$ cat src/hw/rtl/blra_pkg.sv
// Shared widths, request and run codes, and word types for the block-aligned
// log ring allocator. No dependencies.

package blra_pkg;

    localparam int ADDR_W = 16;
    localparam int LEN_W  = 16;
    localparam int FILL_W = 17;
    localparam int KIND_W = 2;
    localparam int RUN_W  = 3;

    localparam int BLOCK_BYTES_DEF  = 512;
    localparam int RING_BYTES_DEF   = 65536;
    localparam int HEADER_BYTES_DEF = 16;

    // request kinds; the fourth code is unused and is rejected
    localparam logic [KIND_W-1:0] KIND_ALLOC   = 2'd0;
    localparam logic [KIND_W-1:0] KIND_RELEASE = 2'd1;
    localparam logic [KIND_W-1:0] KIND_FLUSH   = 2'd2;

    // run kinds on the result channel
    localparam logic [RUN_W-1:0] RUN_HEADER = 3'd0;
    localparam logic [RUN_W-1:0] RUN_PAD    = 3'd1;
    localparam logic [RUN_W-1:0] RUN_PLACED = 3'd2;
    localparam logic [RUN_W-1:0] RUN_REJECT = 3'd3;
    localparam logic [RUN_W-1:0] RUN_DONE   = 3'd4;

    typedef struct packed {
        logic [ADDR_W-1:0] wp;
        logic [ADDR_W-1:0] rp;
        logic [FILL_W-1:0] fill;
    } ring_state_t;

    typedef struct packed {
        logic [RUN_W-1:0]  run_kind;
        logic [ADDR_W-1:0] start_address;
        logic [LEN_W-1:0]  run_length;
        logic              last;
    } run_word_t;

endpackage

$ cat src/hw/rtl/block_aligned_log_ring_allocator_top.sv
// Top level of the block-aligned log ring allocator: request register, ring
// state, result register. Depends on blra_pkg and blra_step.
//
//  channel | direction | fields                                        | handshake
//  --------+-----------+-----------------------------------------------+-----------------
//  s_      | in        | kind, byte_count                              | s_valid/s_ready
//  m_      | out       | run_kind, start_address, run_length, last     | m_valid/m_ready
//
// A request gives one to three result words, one per cycle from the step unit
// while m_ready does not stall; the request register is held until its last word
// is loaded into the result register, so a one-word request can follow every cycle,
// and an allocate that pads and reserves a header holds it for three words.
// Synchronous active-low reset empties the ring (both pointers and fill zero).
// A stall on m_ready freezes the step unit and, while a request is held, s_ready.

module block_aligned_log_ring_allocator_top import blra_pkg::*; #(
    parameter int BLOCK_BYTES  = BLOCK_BYTES_DEF,
    parameter int RING_BYTES   = RING_BYTES_DEF,
    parameter int HEADER_BYTES = HEADER_BYTES_DEF
) (
    input  logic              aclk,
    input  logic              aresetn,
    input  logic              s_valid,
    output logic              s_ready,
    input  logic [KIND_W-1:0] s_kind,
    input  logic [LEN_W-1:0]  s_byte_count,
    output logic              m_valid,
    input  logic              m_ready,
    output logic [RUN_W-1:0]  m_run_kind,
    output logic [ADDR_W-1:0] m_start_address,
    output logic [LEN_W-1:0]  m_run_length,
    output logic              m_last
);

    localparam int OFF_W = $clog2(BLOCK_BYTES);

    logic              busy_reg;
    logic [1:0]        step_reg;
    logic [KIND_W-1:0] kind_reg;
    logic [LEN_W-1:0]  count_reg;
    ring_state_t       st_reg;
    ring_state_t       st_next;
    logic [OFF_W-1:0]  off_reg;
    logic [OFF_W-1:0]  off_next;
    logic              m_valid_reg;
    run_word_t         out_reg;
    run_word_t         step_res;

    logic step_fire;
    logic s_accept;

    blra_step #(
        .BLOCK_BYTES  (BLOCK_BYTES),
        .RING_BYTES   (RING_BYTES),
        .HEADER_BYTES (HEADER_BYTES)
    ) u_step (
        .kind        (kind_reg),
        .byte_count  (count_reg),
        .step_count  (step_reg),
        .st          (st_reg),
        .wr_off      (off_reg),
        .res         (step_res),
        .st_next     (st_next),
        .wr_off_next (off_next)
    );

    assign step_fire = busy_reg && (!m_valid_reg || m_ready);
    assign s_ready   = !busy_reg || (step_fire && step_res.last);
    assign s_accept  = s_valid && s_ready;

    always_ff @(posedge aclk) begin
        if (!aresetn) begin
            busy_reg    <= 1'b0;
            step_reg    <= '0;
            st_reg      <= '0;
            off_reg     <= '0;
            m_valid_reg <= 1'b0;
        end else begin
            if (step_fire) begin
                st_reg      <= st_next;
                off_reg     <= off_next;
                m_valid_reg <= 1'b1;
                step_reg    <= step_reg + 2'd1;
                if (step_res.last) begin
                    busy_reg <= 1'b0;
                end
            end else if (m_ready) begin
                m_valid_reg <= 1'b0;
            end
            if (s_accept) begin
                busy_reg <= 1'b1;
                step_reg <= '0;
            end
        end
    end

    // payload words, no reset
    always_ff @(posedge aclk) begin
        if (s_accept) begin
            kind_reg  <= s_kind;
            count_reg <= s_byte_count;
        end
        if (step_fire) begin
            out_reg <= step_res;
        end
    end

    assign m_valid         = m_valid_reg;
    assign m_run_kind      = out_reg.run_kind;
    assign m_start_address = out_reg.start_address;
    assign m_run_length    = out_reg.run_length;
    assign m_last          = out_reg.last;

`ifndef SYNTH
    a_fill_bound: assert property (@(posedge aclk) disable iff (!aresetn)
        st_reg.fill <= FILL_W'(RING_BYTES - 1))
        else $error("fill count above usable ring size");

    a_off_bound: assert property (@(posedge aclk) disable iff (!aresetn)
        off_reg < OFF_W'(BLOCK_BYTES - 1) || off_reg == OFF_W'(BLOCK_BYTES - 1))
        else $error("write block offset out of range");

    a_step_bound: assert property (@(posedge aclk) disable iff (!aresetn)
        busy_reg |-> step_reg != 2'd3)
        else $error("more than three words for one request");

    a_stall_holds: assert property (@(posedge aclk) disable iff (!aresetn)
        (busy_reg && m_valid_reg && !m_ready) |=> ($stable(st_reg) && $stable(off_reg)))
        else $error("ring state moved while result word stalled");

    a_more_words: assert property (@(posedge aclk) disable iff (!aresetn)
        (step_fire && !step_res.last) |=> (busy_reg && m_valid_reg))
        else $error("request dropped before its last word");
`endif

endmodule

$ cat src/hw/rtl/blra_step.sv
// One allocation step: from the ring state and the held request, works out the
// next result word and the state after it. Depends on blra_pkg.

module blra_step import blra_pkg::*; #(
    parameter int BLOCK_BYTES  = BLOCK_BYTES_DEF,
    parameter int RING_BYTES   = RING_BYTES_DEF,
    parameter int HEADER_BYTES = HEADER_BYTES_DEF,
    localparam int OFF_W = $clog2(BLOCK_BYTES)
) (
    input  logic [KIND_W-1:0] kind,
    input  logic [LEN_W-1:0]  byte_count,
    input  logic [1:0]        step_count,
    input  ring_state_t       st,
    input  logic [OFF_W-1:0]  wr_off,
    output run_word_t         res,
    output ring_state_t       st_next,
    output logic [OFF_W-1:0]  wr_off_next
);

    localparam int SPC_W = $clog2(BLOCK_BYTES + 1);
    localparam logic [FILL_W-1:0] RING_K    = FILL_W'(RING_BYTES);
    localparam logic [FILL_W-1:0] FREE_MAX  = FILL_W'(RING_BYTES - 1);
    localparam logic [LEN_W-1:0]  MAX_ENTRY = LEN_W'(BLOCK_BYTES - HEADER_BYTES);
    localparam logic [LEN_W-1:0]  HDR_LEN   = LEN_W'(HEADER_BYTES);
    localparam logic [FILL_W-1:0] HDR_F     = FILL_W'(HEADER_BYTES);
    localparam logic [SPC_W-1:0]  BLOCK_S   = SPC_W'(BLOCK_BYTES);
    localparam logic [OFF_W:0]    BLOCK_O   = (OFF_W+1)'(BLOCK_BYTES);

    logic [SPC_W-1:0]  space;
    logic [FILL_W-1:0] space_f;
    logic [FILL_W-1:0] n_f;
    logic [FILL_W-1:0] fr;
    logic [FILL_W-1:0] lin;
    logic              at_block_start;
    logic              third_step;

    logic [LEN_W-1:0]  adv;
    logic              do_adv;
    logic [FILL_W-1:0] wsum;
    logic [FILL_W-1:0] wsub;
    logic              wwrap;
    logic [OFF_W:0]    osum;

    logic [FILL_W-1:0] rel_x;
    logic [FILL_W-1:0] rsum;
    logic [FILL_W-1:0] fill_rel;
    logic [ADDR_W-1:0] rp_rel;
    logic              realign;

    assign space          = BLOCK_S - SPC_W'(wr_off);
    assign space_f        = FILL_W'(space);
    assign n_f            = FILL_W'(byte_count);
    assign fr             = FREE_MAX - st.fill;
    assign at_block_start = (wr_off == '0);
    assign third_step     = (step_count == 2'd2);

    // contiguous room up to the ring end or the read pointer
    always_comb begin
        if (st.wp >= st.rp) begin
            lin = RING_K - FILL_W'(st.wp) - FILL_W'(st.rp == '0);
        end else begin
            lin = FILL_W'(st.rp) - FILL_W'(st.wp) - FILL_W'(1);
        end
    end

    // write-side advance; the block offset is tracked alongside the pointer
    assign wsum  = FILL_W'(st.wp) + FILL_W'(adv);
    assign wsub  = wsum - RING_K;
    assign wwrap = (wsum >= RING_K);
    assign osum  = (OFF_W+1)'(wr_off) + (OFF_W+1)'(adv[OFF_W-1:0]);

    // release side
    assign rel_x    = (n_f < st.fill) ? n_f : st.fill;
    assign rsum     = FILL_W'(st.rp) + rel_x;
    assign fill_rel = st.fill - rel_x;
    // empty ring means rp == wp, so its block offset is wr_off
    assign realign  = (fill_rel == '0) && !at_block_start;
    always_comb begin
        if (rsum >= RING_K) begin
            rp_rel = ADDR_W'(rsum - RING_K);
        end else begin
            rp_rel = ADDR_W'(rsum);
        end
    end

    always_comb begin
        res.run_kind      = RUN_REJECT;
        res.start_address = st.wp;
        res.run_length    = byte_count;
        res.last          = 1'b1;
        adv               = '0;
        do_adv            = 1'b0;
        case (kind)
            KIND_ALLOC: begin
                if (byte_count > MAX_ENTRY) begin
                    res.run_kind = RUN_REJECT;
                end else if (at_block_start) begin
                    if (!third_step && fr >= HDR_F) begin
                        res.run_kind   = RUN_HEADER;
                        res.run_length = HDR_LEN;
                        res.last       = 1'b0;
                        adv            = HDR_LEN;
                        do_adv         = 1'b1;
                    end
                end else if (n_f > space_f) begin
                    if (!third_step && space_f <= fr) begin
                        res.run_kind   = RUN_PAD;
                        res.run_length = LEN_W'(space);
                        res.last       = 1'b0;
                        adv            = LEN_W'(space);
                        do_adv         = 1'b1;
                    end
                end else if (n_f <= fr) begin
                    res.run_kind = RUN_PLACED;
                    adv          = byte_count;
                    do_adv       = 1'b1;
                end
            end
            KIND_FLUSH: begin
                if (at_block_start) begin
                    res.run_kind   = RUN_DONE;
                    res.run_length = '0;
                end else begin
                    res.run_length = LEN_W'(space);
                    if (fr >= space_f && lin >= space_f) begin
                        res.run_kind = RUN_PAD;
                        adv          = LEN_W'(space);
                        do_adv       = 1'b1;
                    end
                end
            end
            KIND_RELEASE: begin
                res.run_kind      = RUN_DONE;
                res.start_address = realign ? '0 : rp_rel;
                res.run_length    = LEN_W'(rel_x);
            end
            default: begin
                res.run_length = '0;
            end
        endcase
    end

    always_comb begin
        st_next     = st;
        wr_off_next = wr_off;
        if (kind == KIND_RELEASE) begin
            st_next.rp   = realign ? '0 : rp_rel;
            st_next.fill = fill_rel;
            if (realign) begin
                st_next.wp  = '0;
                wr_off_next = '0;
            end
        end else if (do_adv) begin
            st_next.fill = st.fill + FILL_W'(adv);
            if (wwrap) begin
                st_next.wp  = ADDR_W'(wsub);
                wr_off_next = OFF_W'(wsub);
            end else begin
                st_next.wp  = ADDR_W'(wsum);
                wr_off_next = (osum >= BLOCK_O) ? OFF_W'(osum - BLOCK_O) : OFF_W'(osum);
            end
        end
    end

endmodule

$ cat config.mk
export PLATFORM = sky130hd
export DESIGN_NAME = block_aligned_log_ring_allocator_top
export DESIGN_NICKNAME = d
export VERILOG_FILES = /design/src/hw/rtl/blra_pkg.sv /design/src/hw/rtl/block_aligned_log_ring_allocator_top.sv /design/src/hw/rtl/blra_step.sv
export SDC_FILE = /design/constraint.sdc
export NUM_CORES = 1
export LEC_CHECK = 0
export BUFFER_PORTS_ARGS = -buffer_cell sky130_fd_sc_hd__buf_2
export CORE_ASPECT_RATIO = 0.5
export CORE_UTILIZATION = 50
export CTS_CLUSTER_DIAMETER = 150
export DETAILED_ROUTE_END_ITERATION = 8
export PLACE_DENSITY = 0.73
export SLEW_MARGIN = 20
export SYNTH_ARGS = -nofsm -noshare
export SYNTH_HDL_FRONTEND = slang
export SYNTH_HIERARCHICAL = 1
export SYNTH_SLANG_ARGS = --single-unit
$ cat constraint.sdc
create_clock -name aclk -period 21.8 [get_ports aclk]
set_input_delay 4.36 -clock aclk [delete_from_list [all_inputs] [get_ports aclk]]
set_output_delay 4.36 -clock aclk [all_outputs]
set_load 0.01 [all_outputs]
; Word level (Yosys, flattened, before mapping)
; Index checks and enable logic that the tools add are counted.
[classes]
n_mul = 0
reduce_logical = 26
div_mod_pow = 0
n_shift = 0
n_addsub = 15
n_bitwise = 1
n_eq_ne = 4
n_lt_le_gt_ge = 12
mux = 56
[op_table]
columns = operator, count
row1 = 16-bit two-way mux, 12
row2 = 17-bit two-way mux, 9
row3 = 16-bit case mux with 3 select lines, 1
row4 = 9-bit two-way mux, 5
row5 = 17-bit by 10-bit >= comparator with 1-bit output, 2
row6 = "17-bit >= comparator, second input constant", 2
row7 = 16-bit case mux with 2 select lines, 1
row8 = "16-bit by 1-bit subtractor with 16-bit output, second input constant", 2
row9 = 10-bit two-way mux, 3
row10 = 16-bit by 16-bit adder with 17-bit output, 1
row11 = 16-bit by 17-bit adder with 17-bit output, 1
row12 = 17-bit by 16-bit adder with 17-bit output, 1
row13 = "17-bit by 5-bit >= comparator with 1-bit output, second input constant", 1
row14 = 10-bit by 17-bit less-or-equal comparator with 1-bit output, 1
row15 = 16-bit by 17-bit less-or-equal comparator with 1-bit output, 1
row16 = 17-bit zero test, 1
row17 = 16-bit by 17-bit less-than comparator with 1-bit output, 1
row18 = 16-bit by 16-bit subtractor with 17-bit output, 1
row19 = "16-bit by 17-bit subtractor with 17-bit output, first input constant", 1
row20 = 17-bit by 1-bit subtractor with 17-bit output, 1
row21 = "17-bit by 1-bit subtractor with 17-bit output, second input constant", 1
row22 = "17-bit by 16-bit subtractor with 17-bit output, first input constant", 1
row23 = 17-bit subtractor, 1
row24 = 16-bit >= comparator, 1
row25 = other kinds (27), 62
[word_totals]
input_bits = 22
register_bits = 116
ram_bits = 0
n_memories = 0
output_inout_bits = 38
latch_bits = 0
word_cells = 127
romBits = 0

; Longest topological paths before layout
[depth]
word_depth = 14
ltp_mapped = 37

; By module
; Netlist, hierarchy kept.
[modules_own_cells]
columns = module, area_per_inst_um2, n_inst, cells_each
row1 = blra_step, 8642.0, 1, 1216
row2 = block_aligned_log_ring_allocator_top, 4184.0, 1, 341

; Least setup slack after synthesis
; No wires, ideal clock.
[synth_timing]
path_type = input to output
from = in m_ready
to = out s_ready
stages = 4
t_arrival_ns = 4.927
required_ns = 17.440
path_slack_ns = 12.513
n_path_buf = 2
path_cell_list = nand2b_4 > buf_6 > buf_6 > a21o_1
[synth_between]
elab_chain_len = 4
[synth_rtl]
columns = element, line
row1 = start: declaration, block_aligned_log_ring_allocator_top.sv:28  ; input logic m_ready,
row2 = 1-bit logical OR, block_aligned_log_ring_allocator_top.sv:67  ; assign step_fire = busy_reg && (!m_valid_reg || m_ready);
row3 = 1-bit logical AND, block_aligned_log_ring_allocator_top.sv:67
row4 = 1-bit logical AND, block_aligned_log_ring_allocator_top.sv:68  ; assign s_ready = !busy_reg || (step_fire && step_res.last);
row5 = 1-bit logical OR, block_aligned_log_ring_allocator_top.sv:68
row6 = end: declaration, block_aligned_log_ring_allocator_top.sv:24  ; output logic s_ready,
; Every way passes these cells.

; Worst setup path after layout
; Same ends and word-level chain as after synthesis.

==> flow_metrics.py <==
metrics = {
    "finish": {
        "fillers": 2327,
        "nNetsFinal": 1804,
        "synthToLayoutAreaGrowth_pct": 8.926,
        "antenna_cells": 0,
        "largest_register_ffs": 49,
        "drive_gt1_share_pct": 8.042,
    },
    "global_routing": {
        "grt_max_degree": 65,
        "busiest_layer": "met2",
        "use_met2_pct": 49.75,
        "grt_overflow": 0,
        "grtUsageMet1_pct": 39.65,
        "use_met3_pct": 6.845,
        "antenna_found_initial": 0,
        "track_usage_pct": 30.44,
        "first_global_vias": 11460,
        "grt_pass1_wl_um": 62600,
    },
    "route": {
        "first_iter_violations": 1304,
        "finalWirelength_um": 40330,
        "dr.pass1.iters": 9,
        "wl_per_cell_um": 20.70,
        "drc": 2,
        "ant_nets": 0,
        "vias_per_cell": 6.378,
        "vias": 12420,
    },
    "sta": {
        "setup_ws_ps": 11910,
        "setup_viol": 0,
        "maxSlewViolCount": 0,
        "finalHoldViolations": 0,
        "fmax_ghz": 0.1011,
        "tightest_slew_ps": 1128,
        "rsz0062_at_grt": "no",
        "slew_headroom_pct": 24.83,
        "fin_worst_skew_ps": 8.206,
        "fin_setup_tns_ps": 0,
        "finalCritPeriodShare_pct": 45.39,
        "fin_crit_ps": 9894,
    },
    "yosys": {
        "ys_ff_latch": 116,
        "synthDistinctLibCells": 82,
        "synth_seq_area_share_pct": 22.32,
        "netlist_instances": 1557,
        "synth_edf_count": 54,
        "yosysWarnings": 6,
        "async_flop_share_pct": 0,
        "synth_area_um2": 12830,
        "synthFlopType": "dfxtp_1",
        "avgSynthCellArea_um2": 8.238,
    },
    "critical_path": {
        "cp_data_arrival_time_ps": 5530,
        "worst_setup_path_end_kind": "primary output",
        "path_class": "in2out",
        "critPathMaxFanout": 60,
        "worstPathRequired_ps": 17440,
        "r2r_cells": 33,
        "critPathLaunchType": "primary input",
        "r2r-end": "off_reg[8]",
        "reg2reg_from": "st_reg[29]",
        "r2r_slack_ps": 13320,
    },
    "die": {
        "coreArea_um2": 25190,
        "rows": 41,
        "start_util_pct": 50.92,
        "die_h_um": 115.3,
        "die_w_um": 228.5,
        "ios": 60,
        "die_area_um2": 26340,
    },
    "place": {
        "gp_routability_congestion": 0.9828,
        "dp_slack_ps": 11930,
        "io_buffers": 59,
        "hpwlAfterDp_um": 29730,
    },
    "clocking": {
        "clockBufferDepth": 2,
        "cts_root_buf": "clkbuf_16",
        "path_clk_slew_ps": 60,
        "clk_latency_ps": 450,
        "cts_setup_buffers": 0,
        "cts_buffers": 17,
        "cts_tree": "yes",
        "cts-htree-levels": 4,
        "cts.sinks": 116,
        "cts_resized": 0,
        "cts_hold_buf": 0,
    },
    "min_path": {
        "whs_path_depth": 2,
        "holdPathEnd": "off_reg[8]",
        "hp-class": "reg2reg",
        "hp-start": "off_reg[8]",
    },
    "outcome": {
        "status": "finished with violations",
        "violations": "DRC",
    },
    "power_and_ir_drop": {
        "p_leak_nw": 5.837,
        "max-vdd-ir-drop_v": 0.00004121,
        "power_density_nw_per_um2": 53.95,
    },
    "run": {
        "cap_violations": 0,
    },
}
[kinds of logic after synthesis]
| logic type | after synthesis | share of synthesized area [%] |
|---|---|---|
| other cells | 1 | 0.02924 |
| xor+xnor | 79 | 5.395 |
| simple gates | 408 | 16.29 |
| fa+ha+maj | 191 | 18.98 |
| compound gates | 561 | 29.09 |
| mux | 25 | 1.971 |
| buf+inv | 176 | 5.921 |
| flops | 116 | 22.32 |
[layout by cell type (no fill, tap or decap), drive strengths merged, types with 62 or more instances in the layout]
cell    instances
ha            185
o21ai         147
inv           110
a21oi         102
nand3          85
nand2          84
nor2           79
buf            68
a21boi         65
dfxtp          62
[metal layers]
metal  routed length, µm  up-vias
li1                    -     5869
met1               18110     5964
met2               18160      506
met3                3002       85
met4                1064        0
met5                   0        -
[synth_stat cells (25+ instances only)]
| master | count | share of area [%] |
|---|---|---|
| clkbuf_1 | 28 | 0.82 |
| edfxtp_1 | 54 | 13 |
| a21boi_0 | 46 | 2.7 |
| o21ai_0 | 144 | 5.6 |
| xnor2_1 | 61 | 4.2 |
| a21o_1 | 38 | 2.2 |
| inv_1 | 110 | 3.2 |
| a21oi_1 | 102 | 4.0 |
| nand2_1 | 84 | 2.5 |
| a22o_1 | 37 | 2.5 |
| nand3_1 | 84 | 3.3 |
| ha_1 | 185 | 18 |
| nor3_1 | 25 | 0.98 |
| dfxtp_1 | 62 | 9.7 |
| nor2_1 | 77 | 2.3 |
[final cells by class]
class	count	area [µm²]	share of cell area, %
Multi-Input combinational cell	1276	9268	66.34
Sequential cell	116	2864	20.50
Clock buffer	18	439.2	3.143
Tap cell	344	430.4	3.081
Inverter	112	421.7	3.018
Timing Repair Buffer	68	362.8	2.597
Clock inverter	14	185.2	1.325
[worst max-delay path: stages]
cell	delay (ps)
buf_2	120
nand2b_4	650
a21o_1	250
buf_2	140
[power by group]
group,total [W],leakage [nW],switching [W],internal (W)
registers,0.000248,1.02,0.0000109,0.000237
clock network,0.000301,0.305,0.000108,0.000193
logic,0.000205,4.51,0.000126,0.0000786
[worst max-delay path by stage]
stage | from | end | slack (ps) | cells after the start
floorplan | m_ready | s_ready | 12510 | 4
global placement | m_ready | s_ready | 11960 | 4
detailed placement | m_ready | s_ready | 11930 | 4
CTS | m_ready | s_ready | 11920 | 4
global route | m_ready | s_ready | 11870 | 4
finish | m_ready | s_ready | 11910 | 4
[metrics by stage]
stage          util, %  area, µm²  power [W]  std cells  hold slack (ps)
3_3_place_gp     52.98      13350  0.0004448       1916            462.4
3_5_place_dp     52.98      13350  0.0004508       1916            473.3
6_report         55.47      13970  0.0007537       1948            541.7
2_1_floorplan        -      12870  0.0003936       1568            451.4
5_1_grt          55.47      13970  0.0007860       1948            557.2
4_1_cts          55.46      13970  0.0007527       1948            539.1
(Power assumes the default switching activity.)
